`src/hdl/odhm_pkg.sv`:
```
package odhm_pkg;

	typedef struct packed {
		logic signed [15:0] x_error;
		logic signed [15:0] y_error;
		logic signed [15:0] body_heading;
	} req_t;

	typedef struct packed {
		logic signed [15:0] duty_wheel_a;
		logic signed [15:0] duty_wheel_b;
		logic signed [15:0] duty_wheel_c;
		logic               drive_valid;
	} rsp_t;

	// datapath operations
	localparam logic [3:0] OP_WAIT  = 4'd0;
	localparam logic [3:0] OP_MULX  = 4'd1;
	localparam logic [3:0] OP_MIX   = 4'd2;
	localparam logic [3:0] OP_MAX   = 4'd3;
	localparam logic [3:0] OP_DINIT = 4'd4;
	localparam logic [3:0] OP_DSTEP = 4'd5;
	localparam logic [3:0] OP_DFIN  = 4'd6;
	localparam logic [3:0] OP_MULH  = 4'd7;
	localparam logic [3:0] OP_DEV   = 4'd8;
	localparam logic [3:0] OP_MULP  = 4'd9;
	localparam logic [3:0] OP_MULD  = 4'd10;
	localparam logic [3:0] OP_TERM  = 4'd11;
	localparam logic [3:0] OP_ADDT  = 4'd12;
	localparam logic [3:0] OP_OUT   = 4'd13;

	// sequencing conditions
	localparam logic [1:0] CND_NEXT   = 2'd0;
	localparam logic [1:0] CND_ALWAYS = 2'd1;
	localparam logic [1:0] CND_ZERO   = 2'd2;
	localparam logic [1:0] CND_DLOOP  = 2'd3;

	localparam int unsigned STEP_W = 5;

	typedef struct packed {
		logic [3:0]        op;
		logic [1:0]        cond;
		logic [STEP_W-1:0] target;
	} ctrl_t;

	typedef struct packed {
		logic stall;
		logic zero;
		logic div_last;
	} stat_t;

	// 17 quotient bits: floor(|n| * 2^16 / max)
	localparam logic [4:0] DIV_LAST = 5'd16;

	localparam logic signed [27:0] COS30_Q15       = 28'sd28378;
	localparam logic signed [27:0] DEG_PER_RAD_Q20 = 28'sd60078979;

	localparam logic [15:0] P_GAIN_RST = 16'd144;
	localparam logic [15:0] D_GAIN_RST = 16'd21627;

	localparam logic REG_P_GAIN = 1'b0;
	localparam logic REG_D_GAIN = 1'b1;

	function automatic ctrl_t mk(input logic [3:0] op, input logic [1:0] cond,
		input logic [STEP_W-1:0] target);
		ctrl_t c;
		c.op     = op;
		c.cond   = cond;
		c.target = target;
		return c;
	endfunction

	// microprogram
	function automatic ctrl_t ucode(input logic [STEP_W-1:0] step);
		ctrl_t c;
		unique case (step)
			5'd0:    c = mk(OP_WAIT,  CND_NEXT,   5'd0);
			5'd1:    c = mk(OP_MULX,  CND_NEXT,   5'd0);
			5'd2:    c = mk(OP_MIX,   CND_NEXT,   5'd0);
			5'd3:    c = mk(OP_MAX,   CND_NEXT,   5'd0);
			5'd4:    c = mk(OP_DINIT, CND_ZERO,   5'd7);
			5'd5:    c = mk(OP_DSTEP, CND_DLOOP,  5'd5);
			5'd6:    c = mk(OP_DFIN,  CND_NEXT,   5'd0);
			5'd7:    c = mk(OP_MULH,  CND_NEXT,   5'd0);
			5'd8:    c = mk(OP_DEV,   CND_NEXT,   5'd0);
			5'd9:    c = mk(OP_MULP,  CND_NEXT,   5'd0);
			5'd10:   c = mk(OP_MULD,  CND_NEXT,   5'd0);
			5'd11:   c = mk(OP_TERM,  CND_NEXT,   5'd0);
			5'd12:   c = mk(OP_ADDT,  CND_NEXT,   5'd0);
			5'd13:   c = mk(OP_MAX,   CND_NEXT,   5'd0);
			5'd14:   c = mk(OP_DINIT, CND_ZERO,   5'd17);
			5'd15:   c = mk(OP_DSTEP, CND_DLOOP,  5'd15);
			5'd16:   c = mk(OP_DFIN,  CND_NEXT,   5'd0);
			5'd17:   c = mk(OP_OUT,   CND_ALWAYS, 5'd0);
			default: c = mk(OP_WAIT,  CND_ALWAYS, 5'd0);
		endcase
		return c;
	endfunction

	// round(v / 2^16), ties away from zero
	function automatic logic signed [26:0] rnd_shr16(input logic signed [44:0] v);
		logic [44:0] mag;
		logic [44:0] r;
		mag = v[44] ? 45'(-v) : 45'(v);
		r   = (mag + 45'd32768) >> 16;
		return v[44] ? -$signed(r[26:0]) : $signed(r[26:0]);
	endfunction

	// round(v / 2^17), ties away from zero
	function automatic logic signed [27:0] rnd_shr17(input logic signed [45:0] v);
		logic [45:0] mag;
		logic [45:0] r;
		mag = v[45] ? 46'(-v) : 46'(v);
		r   = (mag + 46'd65536) >> 17;
		return v[45] ? -$signed(r[27:0]) : $signed(r[27:0]);
	endfunction

	function automatic logic [30:0] abs32(input logic signed [31:0] v);
		logic [31:0] m;
		m = v[31] ? 32'(-v) : 32'(v);
		return m[30:0];
	endfunction

endpackage

```
`src/hdl/omni_drive_heading_mixer.sv`:
```
// Three-wheel omni drive mixer with PD heading correction.
//
// Request channel (req_valid/req_ready/req): one control tick carrying the
// x and y position errors (mm) and the body heading (Q3.12 rad). Response
// channel (rsp_valid/rsp_ready/rsp): three wheel duties in Q1.15 plus
// drive_valid, which is low when the final maximum magnitude was zero.
// APB port: register 0 at 0x0 is the P gain, register 1 at 0x4 the D gain,
// both unsigned Q0.16 in bits 15:0; write only between requests.
//
// Each of the two normalizations runs three lanes of a 17-step restoring
// divider sharing the maximum as divisor, and is skipped when its maximum
// is zero. One request is worked at a time; the next is taken in the cycle
// after the result lands in the output register. The divider loop in the
// microprogram sets the rate.
//
// Reset clears the step counter, the output valid, the kept heading
// deviation and loads the default gains. If the receiver stalls, the
// finished response is held in the output register and the next request
// is still accepted and worked; the sequencer then waits at its last step.
module omni_drive_heading_mixer (
	input  logic            clk,
	input  logic            arst_n,
	input  logic            req_valid,
	output logic            req_ready,
	input  odhm_pkg::req_t  req,
	output logic            rsp_valid,
	input  logic            rsp_ready,
	output odhm_pkg::rsp_t  rsp,
	input  logic            psel,
	input  logic            penable,
	input  logic            pwrite,
	input  logic [2:0]      paddr,
	input  logic [31:0]     pwdata,
	output logic [31:0]     prdata,
	output logic            pready
);
	import odhm_pkg::*;

	ctrl_t       ctrl;
	stat_t       stat;
	logic [15:0] p_gain;
	logic [15:0] d_gain;

	// gain registers
	odhm_apb u_apb (
		.clk     (clk),
		.arst_n  (arst_n),
		.psel    (psel),
		.penable (penable),
		.pwrite  (pwrite),
		.paddr   (paddr),
		.pwdata  (pwdata),
		.prdata  (prdata),
		.pready  (pready),
		.p_gain  (p_gain),
		.d_gain  (d_gain)
	);

	// step counter and control store
	odhm_seq u_seq (
		.clk    (clk),
		.arst_n (arst_n),
		.stat   (stat),
		.ctrl   (ctrl)
	);

	// shared multiplier, three divider lanes, output register
	odhm_dp u_dp (
		.clk       (clk),
		.arst_n    (arst_n),
		.ctrl      (ctrl),
		.stat      (stat),
		.req_valid (req_valid),
		.req_ready (req_ready),
		.req       (req),
		.rsp_valid (rsp_valid),
		.rsp_ready (rsp_ready),
		.rsp       (rsp),
		.p_gain    (p_gain),
		.d_gain    (d_gain)
	);

endmodule

```
`src/hdl/odhm_apb.sv`:
```
module odhm_apb (
	input  logic        clk,
	input  logic        arst_n,
	input  logic        psel,
	input  logic        penable,
	input  logic        pwrite,
	input  logic [2:0]  paddr,
	input  logic [31:0] pwdata,
	output logic [31:0] prdata,
	output logic        pready,
	output logic [15:0] p_gain,
	output logic [15:0] d_gain
);
	import odhm_pkg::*;

	logic [15:0] p_gain_q;
	logic [15:0] d_gain_q;
	logic        wr;

	assign pready = 1'b1;
	assign wr     = psel & penable & pwrite;

	always_ff @(posedge clk or negedge arst_n) begin
		if (!arst_n) begin
			p_gain_q <= P_GAIN_RST;
			d_gain_q <= D_GAIN_RST;
		end else if (wr) begin
			if (paddr[2] == REG_P_GAIN) begin
				p_gain_q <= pwdata[15:0];
			end else begin
				d_gain_q <= pwdata[15:0];
			end
		end
	end

	assign prdata = (paddr[2] == REG_P_GAIN) ? {16'd0, p_gain_q} : {16'd0, d_gain_q};
	assign p_gain = p_gain_q;
	assign d_gain = d_gain_q;

endmodule

```
`src/hdl/odhm_seq.sv`:
```
module odhm_seq (
	input  logic            clk,
	input  logic            arst_n,
	input  odhm_pkg::stat_t stat,
	output odhm_pkg::ctrl_t ctrl
);
	import odhm_pkg::*;

	logic [STEP_W-1:0] step_q;
	logic [STEP_W-1:0] step_d;
	logic [STEP_W-1:0] step_inc;

	assign ctrl     = ucode(step_q);
	assign step_inc = step_q + STEP_W'(1);

	always_comb begin
		if (stat.stall) begin
			step_d = step_q;
		end else begin
			unique case (ctrl.cond)
				CND_NEXT:   step_d = step_inc;
				CND_ALWAYS: step_d = ctrl.target;
				CND_ZERO:   step_d = stat.zero ? ctrl.target : step_inc;
				CND_DLOOP:  step_d = stat.div_last ? step_inc : ctrl.target;
			endcase
		end
	end

	always_ff @(posedge clk or negedge arst_n) begin
		if (!arst_n) begin
			step_q <= '0;
		end else begin
			step_q <= step_d;
		end
	end

endmodule

```
`src/hdl/odhm_dp.sv`:
```
module odhm_dp (
	input  logic            clk,
	input  logic            arst_n,
	input  odhm_pkg::ctrl_t ctrl,
	output odhm_pkg::stat_t stat,
	input  logic            req_valid,
	output logic            req_ready,
	input  odhm_pkg::req_t  req,
	output logic            rsp_valid,
	input  logic            rsp_ready,
	output odhm_pkg::rsp_t  rsp,
	input  logic [15:0]     p_gain,
	input  logic [15:0]     d_gain
);
	import odhm_pkg::*;

	logic signed [15:0] x_q, y_q, h_q;
	logic signed [44:0] mul_q, acc_q;
	logic signed [31:0] w_q [3];
	logic        [30:0] mx_q;
	logic               zero_q;
	logic        [31:0] r_q [3];
	logic        [16:0] quo_q [3];
	logic               neg_q [3];
	logic        [4:0]  cnt_q;
	logic signed [26:0] dev_q, prev_q;
	logic signed [27:0] diff_q;
	logic signed [27:0] term_q;
	logic               rsp_valid_q;
	rsp_t               rsp_q;

	logic signed [16:0] mul_a;
	logic signed [27:0] mul_b;
	logic signed [44:0] mul_p;
	logic signed [31:0] ysh14, ysh15, mlo;
	logic        [30:0] a0, a1, a2, m01, mx;
	logic               fire, load_rsp;
	logic signed [45:0] term_sum;

	function automatic logic signed [15:0] sat16(input logic signed [31:0] v);
		if (v > 32'sd32767) begin
			return 16'sh7FFF;
		end else if (v < -32'sd32768) begin
			return 16'sh8000;
		end
		return v[15:0];
	endfunction

	assign req_ready = (ctrl.op == OP_WAIT);
	assign fire      = req_valid & req_ready;
	assign load_rsp  = (ctrl.op == OP_OUT) & (~rsp_valid_q | rsp_ready);

	assign stat.stall    = ((ctrl.op == OP_WAIT) & ~req_valid) |
	                       ((ctrl.op == OP_OUT) & rsp_valid_q & ~rsp_ready);
	assign stat.zero     = zero_q;
	assign stat.div_last = (cnt_q == DIV_LAST);

	// shared multiplier
	always_comb begin
		unique case (ctrl.op)
			OP_MULX: begin
				mul_a = 17'(x_q);
				mul_b = COS30_Q15;
			end
			OP_MULH: begin
				mul_a = 17'(h_q);
				mul_b = DEG_PER_RAD_Q20;
			end
			OP_MULP: begin
				mul_a = $signed({1'b0, p_gain});
				mul_b = 28'(dev_q);
			end
			OP_MULD: begin
				mul_a = $signed({1'b0, d_gain});
				mul_b = diff_q;
			end
			default: begin
				mul_a = '0;
				mul_b = '0;
			end
		endcase
	end
	assign mul_p = 45'(mul_a) * 45'(mul_b);

	assign ysh14 = 32'(y_q) <<< 14;
	assign ysh15 = 32'(y_q) <<< 15;
	assign mlo   = $signed(mul_q[31:0]);

	assign a0  = abs32(w_q[0]);
	assign a1  = abs32(w_q[1]);
	assign a2  = abs32(w_q[2]);
	assign m01 = (a0 > a1) ? a0 : a1;
	assign mx  = (m01 > a2) ? m01 : a2;

	assign term_sum = 46'(acc_q) + 46'(mul_q);

	always_ff @(posedge clk or negedge arst_n) begin
		if (!arst_n) begin
			rsp_valid_q <= 1'b0;
			prev_q      <= '0;
		end else begin
			if (load_rsp) begin
				rsp_valid_q <= 1'b1;
			end else if (rsp_ready) begin
				rsp_valid_q <= 1'b0;
			end
			if (ctrl.op == OP_MULD) begin
				prev_q <= dev_q;
			end
		end
	end

	always_ff @(posedge clk) begin
		logic        ge;
		logic [31:0] rs;
		logic [16:0] qs;
		if (fire) begin
			x_q <= req.x_error;
			y_q <= req.y_error;
			h_q <= req.body_heading;
		end
		unique case (ctrl.op)
			OP_MULX, OP_MULH, OP_MULP: mul_q <= mul_p;
			OP_MULD: begin
				acc_q <= mul_q;
				mul_q <= mul_p;
			end
			default: ;
		endcase
		if (ctrl.op == OP_MULP) begin
			diff_q <= 28'(dev_q) - 28'(prev_q);
		end
		if (ctrl.op == OP_DEV) begin
			dev_q <= rnd_shr16(-mul_q);
		end
		if (ctrl.op == OP_TERM) begin
			term_q <= rnd_shr17(term_sum);
		end
		if (ctrl.op == OP_MAX) begin
			mx_q   <= mx;
			zero_q <= (mx == '0);
		end
		if (ctrl.op == OP_DINIT) begin
			cnt_q <= '0;
		end else if (ctrl.op == OP_DSTEP) begin
			cnt_q <= cnt_q + 5'd1;
		end
		for (int i = 0; i < 3; i++) begin
			ge = r_q[i] >= {1'b0, mx_q};
			rs = ge ? (r_q[i] - {1'b0, mx_q}) : r_q[i];
			qs = quo_q[i] + 17'd1;
			unique case (ctrl.op)
				OP_MIX: begin
					if (i == 0) begin
						w_q[i] <= mlo - ysh14;
					end else if (i == 1) begin
						w_q[i] <= ysh15;
					end else begin
						w_q[i] <= -mlo - ysh14;
					end
				end
				OP_DINIT: begin
					r_q[i]   <= {1'b0, abs32(w_q[i])};
					neg_q[i] <= w_q[i][31];
					quo_q[i] <= '0;
				end
				OP_DSTEP: begin
					quo_q[i] <= {quo_q[i][15:0], ge};
					r_q[i]   <= {rs[30:0], 1'b0};
				end
				OP_DFIN: begin
					// round half away: (floor(2|n|/d) + 1) / 2
					w_q[i] <= neg_q[i] ? -$signed({16'd0, qs[16:1]})
					                   : $signed({16'd0, qs[16:1]});
				end
				OP_ADDT: w_q[i] <= w_q[i] + 32'(term_q);
				default: ;
			endcase
		end
		if (load_rsp) begin
			rsp_q.duty_wheel_a <= sat16(w_q[0]);
			rsp_q.duty_wheel_b <= sat16(w_q[1]);
			rsp_q.duty_wheel_c <= sat16(w_q[2]);
			rsp_q.drive_valid  <= ~zero_q;
		end
	end

	assign rsp_valid = rsp_valid_q;
	assign rsp       = rsp_q;

endmodule
```
`config.mk`:
```
export PLATFORM = sky130hd
export DESIGN_NAME = omni_drive_heading_mixer
export DESIGN_NICKNAME = d
export VERILOG_FILES = /design/src/hdl/odhm_pkg.sv /design/src/hdl/omni_drive_heading_mixer.sv /design/src/hdl/odhm_apb.sv /design/src/hdl/odhm_seq.sv /design/src/hdl/odhm_dp.sv
export SDC_FILE = /design/constraint.sdc
export NUM_CORES = 2
export LEC_CHECK = 0
export BUFFER_PORTS_ARGS = -buffer_cell sky130_fd_sc_hd__clkbuf_2
export CAP_MARGIN = 20
export CORE_ASPECT_RATIO = 1.1
export CORE_MARGIN = 2
export CORE_UTILIZATION = 40
export CTS_BUF_LIST = sky130_fd_sc_hd__clkbuf_8
export DETAILED_ROUTE_END_ITERATION = 10
export PLACE_DENSITY = 0.59
export SLEW_MARGIN = 20
export SYNTH_ARGS = -nofsm -noshare
export SYNTH_HDL_FRONTEND = slang
export SYNTH_SLANG_ARGS = --single-unit
export TNS_END_PERCENT = 20
```
`constraint.sdc`:
```
create_clock -name clk -period 14.1 [get_ports clk]
set_input_delay 0.705 -clock clk [delete_from_list [all_inputs] [get_ports clk]]
set_output_delay 0.705 -clock clk [all_outputs]
set_load 0.005 [all_outputs]
```
==> flow_summary_export.csv <==
group,metric,value,unit
floorplanning,start_util,40.2,%
logic_synthesis,synth.area.top_cells,"edfxtp_1 (25%), fa_1 (14%), ha_1 (9.9%)",
sta,clock_skew,0.0934,ns
sta,rsz0062_at_grt,"false",
cts,cts_sinks,618,
cts,tritoncts.num_buffers,116,
worst_setup_path,crit_path_top_delay_cell,"nor2_4",
logic_synthesis,synth_top_cell_area_share,24.6,%
drt,routed_wl,212000,um
cts,tritoncts,"done",
sta,fin_crit,12.07,ns
worst_setup_path,cp-start-kind,"flop",
worst_setup_path,slowest_delay,0.86,ns
floorplanning,fp.coreArea,166000,um2
cts,cts-root-buf,"clkbuf_8",
drt,routed-via-count,55500,
logic_synthesis,yosys.area.top_type,"edfxtp_1",
sta,holdWs,0.0793,ns
logic_synthesis,syn_inst,7337,
drt,drt_iter0_markers,4314,
floorplanning,dieArea,170000,um2
worst_setup_path,end_kind,"flop",
worst_setup_path,rr_worst_depth,35,
hold_path,hold_path_class,"in2reg",
layout,nets,8594,
sta,timing.fmax,82.8,MHz
worst_setup_path,cp_max_fo,75,
floorplanning,die_h,432,um
placement,dp_hpwl,167000,um
worst_setup_path,worst-endpoint-arrival,12.67,ns
cts,cts.path.max_buffers,3,
layout,area_delta_synth_final,9.96,%
global_route,grt_pass1_wl,325000,um
worst_setup_path,crit_type,"reg2reg",
worst_setup_path,crit_required,14.70,ns
sta,tightest_slew,1.06,ns
logic_synthesis,seq_area_frac_synth,27.3,%
logic_synthesis,synth-edff-count,547,
global_route,grt_pass1_vias,54800,
floorplanning,rows,157,
logic_synthesis,synthFlopType,"edfxtp_1",
floorplanning,die_w,393,um
flow_run,cap_violations,0,
cts,cts_resized,0,
cts,worstSkewPairLatency,0.90,ns
global_route,antenna_found_initial,5,
placement,port_buffers,138,
drt,drc_errors,0,
floorplanning,ioPinCount,174,
cts,htreeDepth,3,
logic_synthesis,async_reset_ff_share,10.5,%
sta,finalMaxSlewViolations,0,
drt,first_pass_iters,5,
logic_synthesis,yosysMostFrequentCell,"inv_1",
logic_synthesis,synth_cell_type_count,99,
sta,fin_setup_tns,0,ns
sta,slew-limit-headroom,28.4,%
hold_path,whs_path_depth,2,
logic_synthesis,syn_area,66700,um2
global_route,grt_max_degree,148,
layout,drive_above_1_share,7.94,%
logic_synthesis,postSynthAreaPerCell,9.09,um2
drt,drtAntennaViolNets,0,
sta,fin_crit_sh,85.6,%
global_route,grt.overflow.total,0,
logic_synthesis,yosysWarningCount,0,
logic_synthesis,synth_common_cells,"inv_1 (851), nor2_1 (689), nand2_1 (595)",
drt,viasPerCell,5.64,
logic_synthesis,ys_seq_elements,618,
placement,gp_congestion,0.969,
sta,setup_viol,0,
global_route,grt_usage,24.6,%
worst_setup_path,crit_top_cell,"fa_1",
sta,hold_viol_final,0,
drt,wl_per_cell,21.6,um
status,status,"finished clean",
cts,clkTransAtPathRegs,0.07,ns
through the flow:
stage          worst slack, ns  area, um2  util (%)  cells
2_1_floorplan             1.60      66800         -   7357
3_3_place_gp              2.11      70300      42.4   9571
3_5_place_dp              2.07      70400      42.4   9573
4_1_cts                   2.05      73300      44.2   9834
5_1_grt                   1.27      73300      44.2   9835
6_report                  2.03      73300      44.2   9837
flip-flops by register name, indices dropped and copies added, names as in the netlist, 28 cells and up:
name and cells:
u_dp.mx_q 31, u_dp.mul_q 45, u_dp.r_q 96, u_dp.diff_q 28, u_dp.term_q 28, u_dp.rsp 49
u_dp.acc_q 45, u_dp.w_q 96, u_dp.quo_q 51
cells in the final DEF (no fill, tap or decap), types with 27 or more instances in the layout:
cell           netlist  routed
inv_1              851     875
nor2_1             689     678
nand2_1            595     592
edfxtp_1           547     547
ha_1               529     529
fa_1               470     470
a21oi_1            405     404
xnor2_1            390     389
o21ai_0            320     318
xor2_1             234     233
nand3_1            144     143
nor3_1             142     139
clkbuf_2             0     137
a21o_1             133     133
clkbuf_8             0     120
mux2i_1            116     116
buf_4               17     109
and3_1              97      96
nand2b_1            82      82
or3_1               80      80
nand4_1             79      79
nor2b_1             73      73
o31ai_1             73      73
mux2_2              70      70
a211oi_1            70      70
a31oi_1             61      59
o22ai_1             56      56
dfrtp_1             54      54
nor4_1              52      52
o21a_1              47      47
a21boi_0            44      44
o21bai_1            43      43
and2_1              45      43
a22oi_1             40      40
dlygate4sd3_1        0      40
or2_2               32      32
or4_1               28      28
o211ai_1            27      27
o221ai_1            27      27
final cells by class:
type,count,area [um2]
Fill cell,16100,92700
Timing Repair Buffer,289,1950
Antenna cell,3,7.51
Tap cell,2226,2790
Multi-Input combinational cell,5629,44600
Inverter,851,3190
Clock buffer,120,1650
Clock inverter,101,908
Sequential cell,618,18200
worst max-delay path, delay by kind of cell (launching register included):
kind / cells / cell delay [ns]
buffers and inverters: 9 / 2.30
AND/OR/NAND/NOR: 6 / 1.84
flip-flops: 1 / 0.48
adder cells (fa/ha/maj): 8 / 3.42
XOR/XNOR: 1 / 0.15
AO/OA/AOI/OAI: 11 / 3.55
worst paths after layout:
kind	start	end	slack (ns)
max	u_seq.step_q[1]	u_dp.mul_q[44]	2.03
min	pwdata[15]	u_apb.d_gain[15]	0.08
max reg2reg	u_seq.step_q[1]	u_dp.mul_q[44]	2.03
min reg2reg	u_dp.cnt_q[1]	u_dp.cnt_q[1]	0.50
max in group asynchronous	arst_n	u_seq.step_q[1]	12.84
min in group asynchronous	arst_n	u_apb.d_gain[13]	0.50
repair_timing:
action                    in CTS  in global routing
hold buffers                  40                  0
buffers inserted               0                  0
hold endpoints to repair      70                  0
per-layer routing:
metal / routed length [um] / part of all wire [%] / vias to the layer above / GRT usage (%)
li1: - / - / 26000 / -
met1: 88700 / 42 / 27200 / 31.0
met2: 101000 / 47 / 1795 / 41.6
met4: 10800 / 5.1 / 2 / 11.9
met3: 12100 / 5.7 / 462 / 3.18
met5: 13 / 0.0061 / - / 0
logic make-up after synthesis:
family / share of synthesized area (%)
multiplexers: 2.92
other: 0.0113
flip-flops: 27.3
AO/OA/AOI/OAI: 15.4
XOR/XNOR: 8.22
adder cells (fa/ha/maj): 24.0
buffers and inverters: 6.37
AND/OR/NAND/NOR: 15.7
Power is left out: the tool's default activity adds up to more than one toggle a clock period on the data nets, which glitch-free logic cannot reach.
